--- config.mk ---
export PLATFORM = sky130hd
export DESIGN_NAME = ppe_front_flat
export DESIGN_NICKNAME = d
export VERILOG_FILES = /design/src/design/ppe_pkg.sv /design/src/design/ppe_if.sv /design/src/design/ppe_front.sv /design/src/flat_wrapper.sv
export SDC_FILE = /design/constraint.sdc
export NUM_CORES = 1
export LEC_CHECK = 0
export ABC_CLOCK_PERIOD_IN_PS = 900
export BUFFER_PORTS_ARGS = -buffer_cell sky130_fd_sc_hd__buf_2
export CORE_AREA = 3 3 40 42
export DETAILED_ROUTE_END_ITERATION = 8
export DIE_AREA = 0 0 43 45
export PLACE_DENSITY = 0.44
export SYNTH_ARGS = -nofsm -noshare
export SYNTH_HDL_FRONTEND = slang
export SYNTH_SLANG_ARGS = --single-unit
--- constraint.sdc ---
create_clock -name vclk -period 0.9
set_clock_uncertainty 0.05 [all_clocks]
set_input_delay 0.09 -clock vclk [all_inputs]
set_output_delay 0.09 -clock vclk [all_outputs]
set_load 0.01 [all_outputs]
--- src/design/ppe_pkg.sv ---
// ----------------------------------------------------------------------------
// ppe_pkg: shared definitions for the pattern password enumerator
// constants, command types and small helper functions
// ----------------------------------------------------------------------------
`default_nettype none

package ppe_pkg;

    localparam int MAX_LEN   = 16;
    localparam int MAX_SET   = 128;
    localparam int LEN_CAP   = (MAX_LEN < 16) ? MAX_LEN : 16;
    localparam int POS_W     = 4;
    localparam int LEN_W     = 5;
    localparam int IDX_W     = $clog2(MAX_SET);
    localparam int SIZE_W    = $clog2(MAX_SET + 1);
    localparam int ADDR_W    = POS_W + IDX_W;
    localparam int MEM_DEPTH = LEN_CAP * MAX_SET;
    localparam int DOT_COUNT = 62;

    localparam logic [1:0] OP_BYTE = 2'd0;
    localparam logic [1:0] OP_END  = 2'd1;
    localparam logic [1:0] OP_NEXT = 2'd2;

    localparam logic [2:0] ST_OK         = 3'd0;
    localparam logic [2:0] ST_UNCLOSED   = 3'd1;
    localparam logic [2:0] ST_TOO_FEW    = 3'd2;
    localparam logic [2:0] ST_TOO_MANY   = 3'd3;
    localparam logic [2:0] ST_DASH       = 3'd4;
    localparam logic [2:0] ST_OVERFLOW   = 3'd5;
    localparam logic [2:0] ST_EXHAUSTED  = 3'd6;
    localparam logic [2:0] ST_NOT_LOADED = 3'd7;

    localparam logic [7:0] CH_OPEN  = 8'h5B;
    localparam logic [7:0] CH_CLOSE = 8'h5D;
    localparam logic [7:0] CH_DASH  = 8'h2D;
    localparam logic [7:0] CH_DOT   = 8'h2E;

    typedef enum logic [1:0] {
        KIND_BYTE,
        KIND_END,
        KIND_NEXT
    } kind_t;

    typedef enum logic [2:0] {
        CLS_PLAIN,
        CLS_OPEN,
        CLS_CLOSE,
        CLS_DASH,
        CLS_DOT
    } class_t;

    typedef struct packed {
        kind_t      kind;
        class_t     cls;
        logic [7:0] data;
    } cmd_t;

    // a-z, A-Z, 0-9
    function automatic logic [7:0] dot_char(input logic [5:0] i);
        logic [7:0] w;
        w = {2'b00, i};
        if (i < 6'd26)
            return 8'h61 + w;
        else if (i < 6'd52)
            return 8'h41 + w - 8'd26;
        else
            return 8'h30 + w - 8'd52;
    endfunction

    function automatic logic [LEN_W-1:0] eff_len(input logic [LEN_W-1:0] n);
        if (n == '0)
            return LEN_W'(1);
        else if (n > LEN_W'(LEN_CAP))
            return LEN_W'(LEN_CAP);
        else
            return n;
    endfunction

endpackage

`default_nettype wire

--- src/design/ppe_if.sv ---
// ----------------------------------------------------------------------------
// ppe channel interfaces
// command channel into the enumerator and result channel out of it
// ----------------------------------------------------------------------------
`default_nettype none

interface ppe_cmd_if;
    logic       valid;
    logic       ready;
    logic [1:0] operation;
    logic [7:0] pattern_byte;

    modport source (output valid, output operation, output pattern_byte, input ready);
    modport sink (input valid, input operation, input pattern_byte, output ready);
endinterface


`default_nettype wire

--- src/design/ppe_front.sv ---
// ----------------------------------------------------------------------------
// ppe_front: command intake
// accepts command beats, drops unused codes and classifies pattern bytes
// ----------------------------------------------------------------------------
`default_nettype none

module ppe_front (
    ppe_cmd_if.sink        cmd,
    input  wire logic      q_full,
    output logic           push,
    output ppe_pkg::cmd_t  push_data
);

    assign cmd.ready = !q_full;
    assign push      = cmd.valid && !q_full &&
                       (cmd.operation == ppe_pkg::OP_BYTE ||
                        cmd.operation == ppe_pkg::OP_END  ||
                        cmd.operation == ppe_pkg::OP_NEXT);

    always_comb
    begin
        push_data.data = cmd.pattern_byte;
        priority if (cmd.operation == ppe_pkg::OP_END)
            push_data.kind = ppe_pkg::KIND_END;
        else if (cmd.operation == ppe_pkg::OP_NEXT)
            push_data.kind = ppe_pkg::KIND_NEXT;
        else
            push_data.kind = ppe_pkg::KIND_BYTE;

        priority if (cmd.pattern_byte == ppe_pkg::CH_OPEN)
            push_data.cls = ppe_pkg::CLS_OPEN;
        else if (cmd.pattern_byte == ppe_pkg::CH_CLOSE)
            push_data.cls = ppe_pkg::CLS_CLOSE;
        else if (cmd.pattern_byte == ppe_pkg::CH_DASH)
            push_data.cls = ppe_pkg::CLS_DASH;
        else if (cmd.pattern_byte == ppe_pkg::CH_DOT)
            push_data.cls = ppe_pkg::CLS_DOT;
        else
            push_data.cls = ppe_pkg::CLS_PLAIN;
    end

endmodule

`default_nettype wire

--- src/flat_wrapper.sv ---
// flat-port wrapper written by rule: the top's interface ports become plain ports
module ppe_front_flat 
  (q_full, push, push_data, cmd_valid, cmd_operation, cmd_pattern_byte, cmd_ready);
  ppe_cmd_if cmd_i ();
  input  wire logic q_full;
  output logic push;
  output ppe_pkg::cmd_t push_data;
  input wire logic [$bits(cmd_i.valid)-1:0] cmd_valid;
  input wire logic [$bits(cmd_i.operation)-1:0] cmd_operation;
  input wire logic [$bits(cmd_i.pattern_byte)-1:0] cmd_pattern_byte;
  output wire logic [$bits(cmd_i.ready)-1:0] cmd_ready;
  assign cmd_i.valid = cmd_valid;
  assign cmd_i.operation = cmd_operation;
  assign cmd_i.pattern_byte = cmd_pattern_byte;
  assign cmd_ready = cmd_i.ready;
  ppe_front u_core (.cmd(cmd_i), .q_full(q_full), .push(push), .push_data(push_data));
endmodule
-- Word level (Yosys, flattened, before mapping)
Index checks and enable logic that the tools add are counted.
- register bits: 0
- bits in latches: 0
- memory bits (writable): 0
- bits in read-only memories: 0
- memories kept: 0
- add/subtract/negate cells: 0
- $mul: 0
- divide/modulo/power cells: 0
- magnitude comparators: 0
- equal/unequal tests: 6
- shift-type cells: 0
- muxes and demuxes: 6
- bitwise gates (word level): 0
- reductions and logical operators: 6
- operators with widths (cell ; number):
    $eq A8 B6 Y1 const B ; 2
    $eq A8 B7 Y1 const B ; 2
    $mux W3 ; 4
    $mux W2 ; 2
    $eq A2 B1 Y1 const B ; 1
    $eq A2 B2 Y1 const B ; 1
    $logic_and A1 B1 Y1 ; 2
    $logic_not A2 Y1 ; 1
    $logic_or A1 B1 Y1 ; 2
    $logic_not A1 Y1 ; 1

-- Logic depth before layout (Yosys ltp)
- word-level depth: 5
- depth in mapped cells: 3

-- Worst setup path before layout
Ideal clock, no wire load.
- path type: input to output
- start: input port cmd_pattern_byte[5]
- end: output port push_data[8] (netlist bit)
- arrival: 807 ps
- required time: 760 ps
- slack: -47 ps
- stages on the path: 2
- path buffers: 0
- path through: or4b_1 -> o21ai_1
- RTL lines (what ; RTL line ; RTL):
    start, declared ; flat_wrapper.sv:10 ; input wire logic [$bits(cmd_i.pattern_byte)-1:0] cmd_pattern_byte;
    end, declared ; flat_wrapper.sv:7 ; output ppe_pkg::cmd_t push_data;

==> flow_metrics.py <==
metrics = {
    "status": {
        "outcome": "finished with violations",
        "violations": "setup timing",
    },
    "cells_and_area": {
        "final_area_sq_um": 332,
        "drive_above_1_share_pct": 72.9,
        "fin_nets": 62,
        "nClkBuffers": 0,
        "antenna_cells": 0,
        "final_common_cell": "buf_2",
        "areaGrowthSynthToFinish_pct": 104,
        "fill_cells": 157,
        "multi_input_area_sq_um": 115,
        "final_cell_mix": "buf_2 (23), buf_4 (4), buf_6 (3)",
        "seq_area_sq_um": 0,
        "nFlopsAndLatches": 0,
    },
    "setup_path": {
        "critPathKind": "input pin to output port",
        "end_kind": "output port",
        "critPathRequiredTime_ps": 760,
        "crit_fanout": 2,
        "critPathArrivalTime_ps": 950,
        "start_kind": "input pin",
    },
    "run": {
        "cap_violations": 0,
    },
    "floorplan": {
        "die_area_sq_mm": 0.00194,
        "rows": 13,
        "core-area_sq_mm": 0.00128,
        "dieWidth_um": 43,
        "dieHeight_um": 45,
        "initial_utilization_pct": 12.7,
        "ios": 27,
    },
    "routing": {
        "drc": 0,
        "firstDrtPassIters": 4,
        "drtAntennaViolNets": 0,
        "viasPerCell": 4.02,
        "wl_per_cell_um": 9.05,
        "first_iter_violations": 5,
        "wl_um": 570,
        "vias": 253,
    },
    "global_routing": {
        "grt_pass1_wl_um": 903,
        "overflow": 0,
        "grt_max_degree": 7,
        "grt_pass1_vias": 215,
        "antenna_found_initial": 0,
        "track_usage_pct": 5.56,
    },
    "sta": {
        "period_share_pct": 121,
        "max_freq_mhz": 919,
        "period_needed_ps": 1090,
        "final-setup-viol-count": 3,
        "max_slew_margin_pct": 83.9,
        "drv_slew": 0,
        "hold_viol_final": 0,
        "rsz0062_at_grt": "true",
        "worst_pin_slew_ps": 237,
        "fin_setup_tns_ps": -422,
        "setup_slack_ps": -188,
    },
    "power": {
        "total_power_mw": 0.132,
        "ir_drop_uv": 91.0,
        "p_leak_nw": 0.188,
        "p_per_area_mw_per_mm2": 397,
    },
    "logic_synthesis": {
        "synthDistinctLibCells": 15,
        "ys_top_cells_by_area": "buf_4 (37%), and3_1 (7.7%), nor2b_1 (7.7%), nor4bb_1 (6.2%), or4b_1 (6.2%)",
        "syn_area_sq_um": 163,
        "seq_area_frac_synth_pct": 0,
        "syn_inst": 25,
        "syn_avg_cell_area_sq_um": 6.51,
        "synth.top_cell.area_share_pct": 36.9,
        "yosys_warnings": 0,
        "yosysTopAreaCell": "buf_4",
        "syn_nets": 37,
    },
    "placed_design": {
        "port_buffers": 27,
        "place_area_sq_um": 290,
        "pre_cts_ws_ps": -244,
        "place_congestion": 0.631,
        "place.detailed.hpwl_um": 502,
    },
    "hold_path": {
        "hold_path.class": "input pin to output port",
    },
}
-- per-layer routing --
layer	vias to the layer above	routed length, um	GRT usage, %
met5	-	0	0
met4	0	0	0
met3	0	35	0
met2	9	349	12.0
met1	117	185	6.43
li1	127	-	-
-- stage by stage --
stage	utilization (%)	hold slack [ps]	instances
2_1_floorplan	-	176	25
3_3_place_gp	22.6	345	63
3_5_place_dp	22.6	342	63
4_1_cts	25.5	330	63
5_1_grt	25.8	336	63
6_report	25.8	322	63
-- synthesized netlist by cell type --
library cell	count
and3_1	2
buf_4	8
inv_1	1
nand2_1	2
nand3_1	1
nand3b_1	1
nand4_1	1
nor2_1	1
nor2b_1	2
nor3_1	1
nor4bb_1	1
o21ai_0	1
o21ai_1	1
or3b_1	1
or4b_1	1
-- power by group --
| part | internal, mW | switching [mW] | leakage [nW] | total [mW] |
|---|---|---|---|---|
| Combinational | 0.0750 | 0.0566 | 0.188 | 0.132 |
| Sequential | 0 | 0 | 0 | 0 |
| Clock | 0 | 0 | 0 | 0 |
-- critical path, stage by stage --
cell     delay (ps)
buf_6            90
or4b_4          520
o21ai_2         110
buf_2           130
-- timing repair --
item / 4_1_cts / 5_1_grt
hold buffers: 0 / 0
buffers inserted: 0 / 0
pin swaps: 3 / 3
resized for setup: 10 / 1
setup endpoints to repair: 3 / 3
gates cloned: 0 / 0
-- logic make-up (layout without fill, tap and decap cells) --
logic type	Yosys count	count (layout)	share of synthesized area [%]
simple gates	14	14	54.6
buf+inv	9	32	39.2
compound gates	2	2	6.15
-- worst paths after layout --
path,from,endpoint,cells past startpoint
worst max-delay path,cmd_pattern_byte[2],push_data[8],4
worst min-delay path,cmd_pattern_byte[6],push_data[6],2
-- layout make-up --
type               count  share of cell area (%)
well taps             15                    5.66
repair buffers        31                    58.5
multi-input cells     16                    34.7
inverters              1                    1.13
(Power assumes the default switching activity.)
