<file path="config.mk">
export PLATFORM = sky130hd
export DESIGN_NAME = ppe_queue
export DESIGN_NICKNAME = d
export VERILOG_FILES = /design/src/design/ppe_pkg.sv /design/src/design/ppe_queue.sv
export SDC_FILE = /design/constraint.sdc
export NUM_CORES = 1
export LEC_CHECK = 0
export BUFFER_PORTS_ARGS = -buffer_cell sky130_fd_sc_hd__buf_2
export CELL_PAD_IN_SITES_DETAIL_PLACEMENT = 1
export CELL_PAD_IN_SITES_GLOBAL_PLACEMENT = 1
export CORE_MARGIN = 2
export CORE_UTILIZATION = 43
export CTS_BUF_LIST = sky130_fd_sc_hd__clkbuf_8
export DETAILED_ROUTE_END_ITERATION = 16
export MAX_ROUTING_LAYER = met4
export PLACE_DENSITY_LB_ADDON = 0.1
export SLEW_MARGIN = 0
export SYNTH_ARGS = -nofsm -noshare
export SYNTH_HDL_FRONTEND = slang
export SYNTH_SLANG_ARGS = --single-unit
</file>
<file path="constraint.sdc">
create_clock -name clk -period 2.2 [get_ports clk]
set_input_delay 0.33 -clock clk [delete_from_list [all_inputs] [get_ports clk]]
set_output_delay 0.33 -clock clk [all_outputs]
set_load 0.02 [all_outputs]
</file>
<file path="src/design/ppe_pkg.sv">
// ----------------------------------------------------------------------------
// ppe_pkg: shared definitions for the pattern password enumerator
// constants, command types and small helper functions
// ----------------------------------------------------------------------------
`default_nettype none

package ppe_pkg;

    localparam int MAX_LEN   = 16;
    localparam int MAX_SET   = 128;
    localparam int LEN_CAP   = (MAX_LEN < 16) ? MAX_LEN : 16;
    localparam int POS_W     = 4;
    localparam int LEN_W     = 5;
    localparam int IDX_W     = $clog2(MAX_SET);
    localparam int SIZE_W    = $clog2(MAX_SET + 1);
    localparam int ADDR_W    = POS_W + IDX_W;
    localparam int MEM_DEPTH = LEN_CAP * MAX_SET;
    localparam int DOT_COUNT = 62;

    localparam logic [1:0] OP_BYTE = 2'd0;
    localparam logic [1:0] OP_END  = 2'd1;
    localparam logic [1:0] OP_NEXT = 2'd2;

    localparam logic [2:0] ST_OK         = 3'd0;
    localparam logic [2:0] ST_UNCLOSED   = 3'd1;
    localparam logic [2:0] ST_TOO_FEW    = 3'd2;
    localparam logic [2:0] ST_TOO_MANY   = 3'd3;
    localparam logic [2:0] ST_DASH       = 3'd4;
    localparam logic [2:0] ST_OVERFLOW   = 3'd5;
    localparam logic [2:0] ST_EXHAUSTED  = 3'd6;
    localparam logic [2:0] ST_NOT_LOADED = 3'd7;

    localparam logic [7:0] CH_OPEN  = 8'h5B;
    localparam logic [7:0] CH_CLOSE = 8'h5D;
    localparam logic [7:0] CH_DASH  = 8'h2D;
    localparam logic [7:0] CH_DOT   = 8'h2E;

    typedef enum logic [1:0] {
        KIND_BYTE,
        KIND_END,
        KIND_NEXT
    } kind_t;

    typedef enum logic [2:0] {
        CLS_PLAIN,
        CLS_OPEN,
        CLS_CLOSE,
        CLS_DASH,
        CLS_DOT
    } class_t;

    typedef struct packed {
        kind_t      kind;
        class_t     cls;
        logic [7:0] data;
    } cmd_t;

    // a-z, A-Z, 0-9
    function automatic logic [7:0] dot_char(input logic [5:0] i);
        logic [7:0] w;
        w = {2'b00, i};
        if (i < 6'd26)
            return 8'h61 + w;
        else if (i < 6'd52)
            return 8'h41 + w - 8'd26;
        else
            return 8'h30 + w - 8'd52;
    endfunction

    function automatic logic [LEN_W-1:0] eff_len(input logic [LEN_W-1:0] n);
        if (n == '0)
            return LEN_W'(1);
        else if (n > LEN_W'(LEN_CAP))
            return LEN_W'(LEN_CAP);
        else
            return n;
    endfunction

endpackage

`default_nettype wire

</file>
<file path="src/design/ppe_queue.sv">
// ----------------------------------------------------------------------------
// ppe_queue: two-entry command queue
// decouples command intake from execution
// ----------------------------------------------------------------------------
`default_nettype none

module ppe_queue (
    input  wire logic           clk,
    input  wire logic           rst_n,
    input  wire logic           push,
    input  wire ppe_pkg::cmd_t  push_data,
    output logic                full,
    input  wire logic           pop,
    output ppe_pkg::cmd_t       pop_data,
    output logic                empty
);

    ppe_pkg::cmd_t slot_reg [2];
    logic          wr_ptr_reg;
    logic          rd_ptr_reg;
    logic [1:0]    count_reg;

    assign full     = (count_reg == 2'd2);
    assign empty    = (count_reg == 2'd0);
    assign pop_data = slot_reg[rd_ptr_reg];

    always_ff @(posedge clk)
    begin
        if (push)
            slot_reg[wr_ptr_reg] <= push_data;
    end

    always_ff @(posedge clk or negedge rst_n)
    begin
        if (!rst_n)
        begin
            wr_ptr_reg <= 1'b0;
            rd_ptr_reg <= 1'b0;
            count_reg  <= 2'd0;
        end
        else
        begin
            if (push)
                wr_ptr_reg <= !wr_ptr_reg;
            if (pop)
                rd_ptr_reg <= !rd_ptr_reg;
            if (push && !pop)
                count_reg <= count_reg + 2'd1;
            else if (pop && !push)
                count_reg <= count_reg - 2'd1;
        end
    end

endmodule

`default_nettype wire

</file>
* Word level (Yosys, flattened, before mapping)
Memory sizes are Yosys's and may differ from the RTL's.
Cells that the tools add are included.
Widths: inputs -> output; s select.
** Word-level totals
- Register bits after elaboration :: 4
- RAM bits :: 26
- Input port bits :: 17
- Output and inout bits :: 15
- Logic and storage cells :: 19
- Memories kept :: 1
** Memories
- slot_reg :: words 2, width 13, read ports 1, clocked after memory_dff 0, wr ports 1, line ppe_queue.sv:18 : ppe_pkg::cmd_t slot_reg [2];
** Operators by class
- Add/subtract/negate cells :: 2
- Eq/ne operators :: 1
- Multiplexer cells :: 4
- Reductions and logical operators :: 8
** Operator list (count)
- $logic_not 1->1 :: 4
- $mux 2 :: 2
- $add 2x1->2 const B :: 1
- $eq 2x2->1 const B :: 1
- $logic_and 1x1->1 :: 2
- $logic_not 2->1 :: 1
- $mux 1 :: 2
- $reduce_bool 2->1 :: 1
- $sub 2x1->2 const B :: 1

* Longest topological paths before layout
- Depth in word-level cells :: 4
- Gate-level depth with buffers :: 5
- Mapped depth without buffers :: 5

* Least setup slack after synthesis
Ideal clock, no wire load.
- Kind :: reg2reg
- Start point :: register wr_ptr_reg
- End point :: memory slot_reg[0][0] in the netlist's numbering, enable pin
- Setup time :: 0.384 ns
- Data arrival time :: 1.007 ns
- Required time :: 1.816 ns
- Path slack :: 0.809 ns
- Cell stages (with the launch flop) :: 2
- Buffers on the path :: 0
- Period minus slack after synthesis :: 1.391 ns
- Path through :: dfrtp_1 > nor2b_1
** RTL lines
- start: declaration :: line ppe_queue.sv:19 : logic wr_ptr_reg;
- start signal: assignment :: line ppe_queue.sv:44 : wr_ptr_reg <= !wr_ptr_reg;
- end: declaration :: line ppe_queue.sv:18
Straight into the memory's write port.

==> impl_metrics.tcl <==
set metrics [dict create \
    skew_ns 0.00429 \
    p_sw_frac 0.326 \
    period_share 0.869 \
    hp-class "in -> reg" \
    num_antenna_cells 0 \
    crit_fanout 14 \
    clock_latency_ns 0.27 \
    die_x_um 55.1 \
    r2r_cells 1 \
    slowest_stage "dfrtp_1" \
    detail-route-antenna-nets 0 \
    die_area_um2 3040 \
    synthCells 56 \
    slew-limit-headroom 0.592 \
    vias_per_cell 4.67 \
    power.switching_mw 0.591 \
    vdd_drop_max_uv 861 \
    layoutNonFillerInstCount 126 \
    reg2reg_from "wr_ptr_reg$_DFFE_PN0P_" \
    cts_sinks 30 \
    status "finished clean" \
    rsz0062_at_grt "false" \
    maxSlewViolCount 0 \
    fmax_mhz 523 \
    grt_max_degree 15 \
    cts_hold_buf 1 \
    ctsHtreeMaxLevel 2 \
    min_path_cells 1 \
    groute.usage.overall 0.159 \
    drc 0 \
    nNetsFinal 113 \
    syn_area_um2 1120 \
    grt-ovfl-total 0 \
    synth-seq-area-share 0.783 \
    cp_cell_sequence "mux2_2 > buf_2" \
    cts_buffers 5 \
    num_rows 18 \
    ys_seq_elements 30 \
    intPower_mw 1.22 \
    route.vias.total 589 \
    place.gp.congestion 0.657 \
    ys_types 11 \
    p_total_mw 1.81 \
    critPathLaunchType "register" \
    dr.pass1.iters 3 \
    critPathKind "reg -> out" \
    final_common_cell "buf_2" \
    clk_pin_slew_ns 0.06 \
    antenna_found_initial 0 \
    fin_area_um2 1410 \
    timing.rr.end "slot_reg[1][1]$_DFFE_PP_" \
    hp-start "push_data[1]" \
    core_area_um2 2480 \
    clock_path_buffers 2 \
    cts_root_buffer "clkbuf_8" \
    tns_ns 0 \
    reg2reg_setup_slack_ns 0.96 \
    drive_above_1_share 0.531 \
    cts.repair.resized 0 \
    area_growth_pct 24.9 \
    placed_area_um2 1310 \
    combPwrFrac 0.301 \
    critPathRequiredTime_ns 1.87 \
    syn-num-nets 74 \
    wirelength_mm 1.85 \
    portBuffers 31 \
    hpwl_mm 1.29 \
    top_level_ports 32 \
    grt_pass1_vias 673 \
    dp_cells 117 \
    cp_data_arrival_time_ns 1.58 \
    largest_reg_flops 26 \
    cts_setup_buffers 0 \
    worst_pin_slew_ns 0.612 \
    pwr-share-clk 0.221 \
    power.density_nw_per_um2 1290 \
    critPathMaxStageDelay_ns 0.73 \
    cts_tree "yes" \
    fin_crit_ns 1.91 \
    syn_avg_cell_area_um2 20.1 \
    p_leak_nw 0.566 \
    grt_pass1_wl_mm 2.99 \
    seqPwrFrac 0.478 \
    start_util 0.454 \
    hold_viol 0 \
    drtIter0Drc 3 \
    hold_path_end "slot_reg[1][1]$_DFFE_PP_" \
    ys.warnings.count 0 \
    fillCellCount 254 \
    wl_per_cell_um 14.7 \
    maxCapViolations 0 \
    final_cell_mix "buf_2 (31), edfxtp_1 (26), mux2_2 (13)" \
    die_h_um 55.1 \
    finalSetupViolCount 0 \
    endpoint_kind "output pin" \
]
## stage by stage
| step | hold WS [ns] | setup WS [ns] | utilization |
|---|---|---|---|
| 6_report | 0.244 | 0.288 | 0.567 |
| 5_1_grt | 0.233 | 0.201 | 0.567 |
| 4_1_cts | 0.237 | 0.258 | 0.567 |
| 3_5_place_dp | 0.145 | 0.573 | 0.530 |
| 3_3_place_gp | 0.144 | 0.582 | 0.530 |
| 2_1_floorplan | 0.0344 | 0.809 | - |
## final cells by class
type                            instances  area (um2)  area share
Sequential cell                        30         881       0.627
Clock inverter                          3        12.5     0.00890
Multi-Input combinational cell         24         229       0.163
Clock buffer                            5        68.8      0.0490
Tap cell                               30        37.5      0.0267
Timing Repair Buffer                   33         173       0.123
Inverter                                1        3.75     0.00267
## worst max-delay path by stage
stage | end | from | slack (ns) | cells past startpoint
6_report | pop_data[6] | rd_ptr_reg$_DFFE_PN0P_ | 0.29 | 2
5_1_grt | pop_data[7] | rd_ptr_reg$_DFFE_PN0P_ | 0.20 | 2
4_1_cts | pop_data[9] | rd_ptr_reg$_DFFE_PN0P_ | 0.26 | 2
3_5_place_dp | pop_data[6] | rd_ptr_reg$_DFFE_PN0P_ | 0.57 | 2
3_3_place_gp | pop_data[9] | rd_ptr_reg$_DFFE_PN0P_ | 0.58 | 2
2_1_floorplan | slot_reg[0][0]$_DFFE_PP_ | wr_ptr_reg$_DFFE_PN0P_ | 0.81 | 1
## synthesized netlist by cell type (all sizes together)
cell type / number / share of area
edfxtp: 26 / 0.69
mux2: 13 / 0.13
dfrtp: 4 / 0.089
xor2: 4 / 0.031
nor2: 2 / 0.0067
nor2b: 2 / 0.011
and2: 1 / 0.0056
buf: 1 / 0.010
ha: 1 / 0.011
inv: 1 / 0.0033
xnor2: 1 / 0.0078
## cell families (layout without fill, tap and decap cells)
family / Yosys count / count (layout) / synth area share
XOR/XNOR: 5 / 5 / 0.0389
adder cells (fa/ha/maj): 1 / 1 / 0.0111
buffers and inverters: 2 / 42 / 0.0133
flip-flops: 30 / 30 / 0.783
multiplexers: 13 / 13 / 0.130
AND/OR/NAND/NOR: 5 / 5 / 0.0234
## power by group through the flow
stage                     Sequential [mW]  Clock (mW)  Combinational (mW)
after floorplan                     0.827           0               0.427
after global placement              0.873           0               0.545
after detailed placement            0.879           0               0.550
after CTS                           0.870       0.416               0.557
after global routing                0.887       0.444               0.592
final                               0.866       0.401               0.545
## routing by layer
layer	share of wire	GRT usage
met5	0	-
met4	0.0054	0.0610
met3	0.063	0.0806
met2	0.55	0.254
met1	0.38	0.168
## critical path, delay by kind of cell, from the launching register on
family / cells / cell delay (ns)
DFF: 1 / 0.73
muxes: 1 / 0.41
buffers and inverters: 1 / 0.16
(Power assumes the default switching activity.)
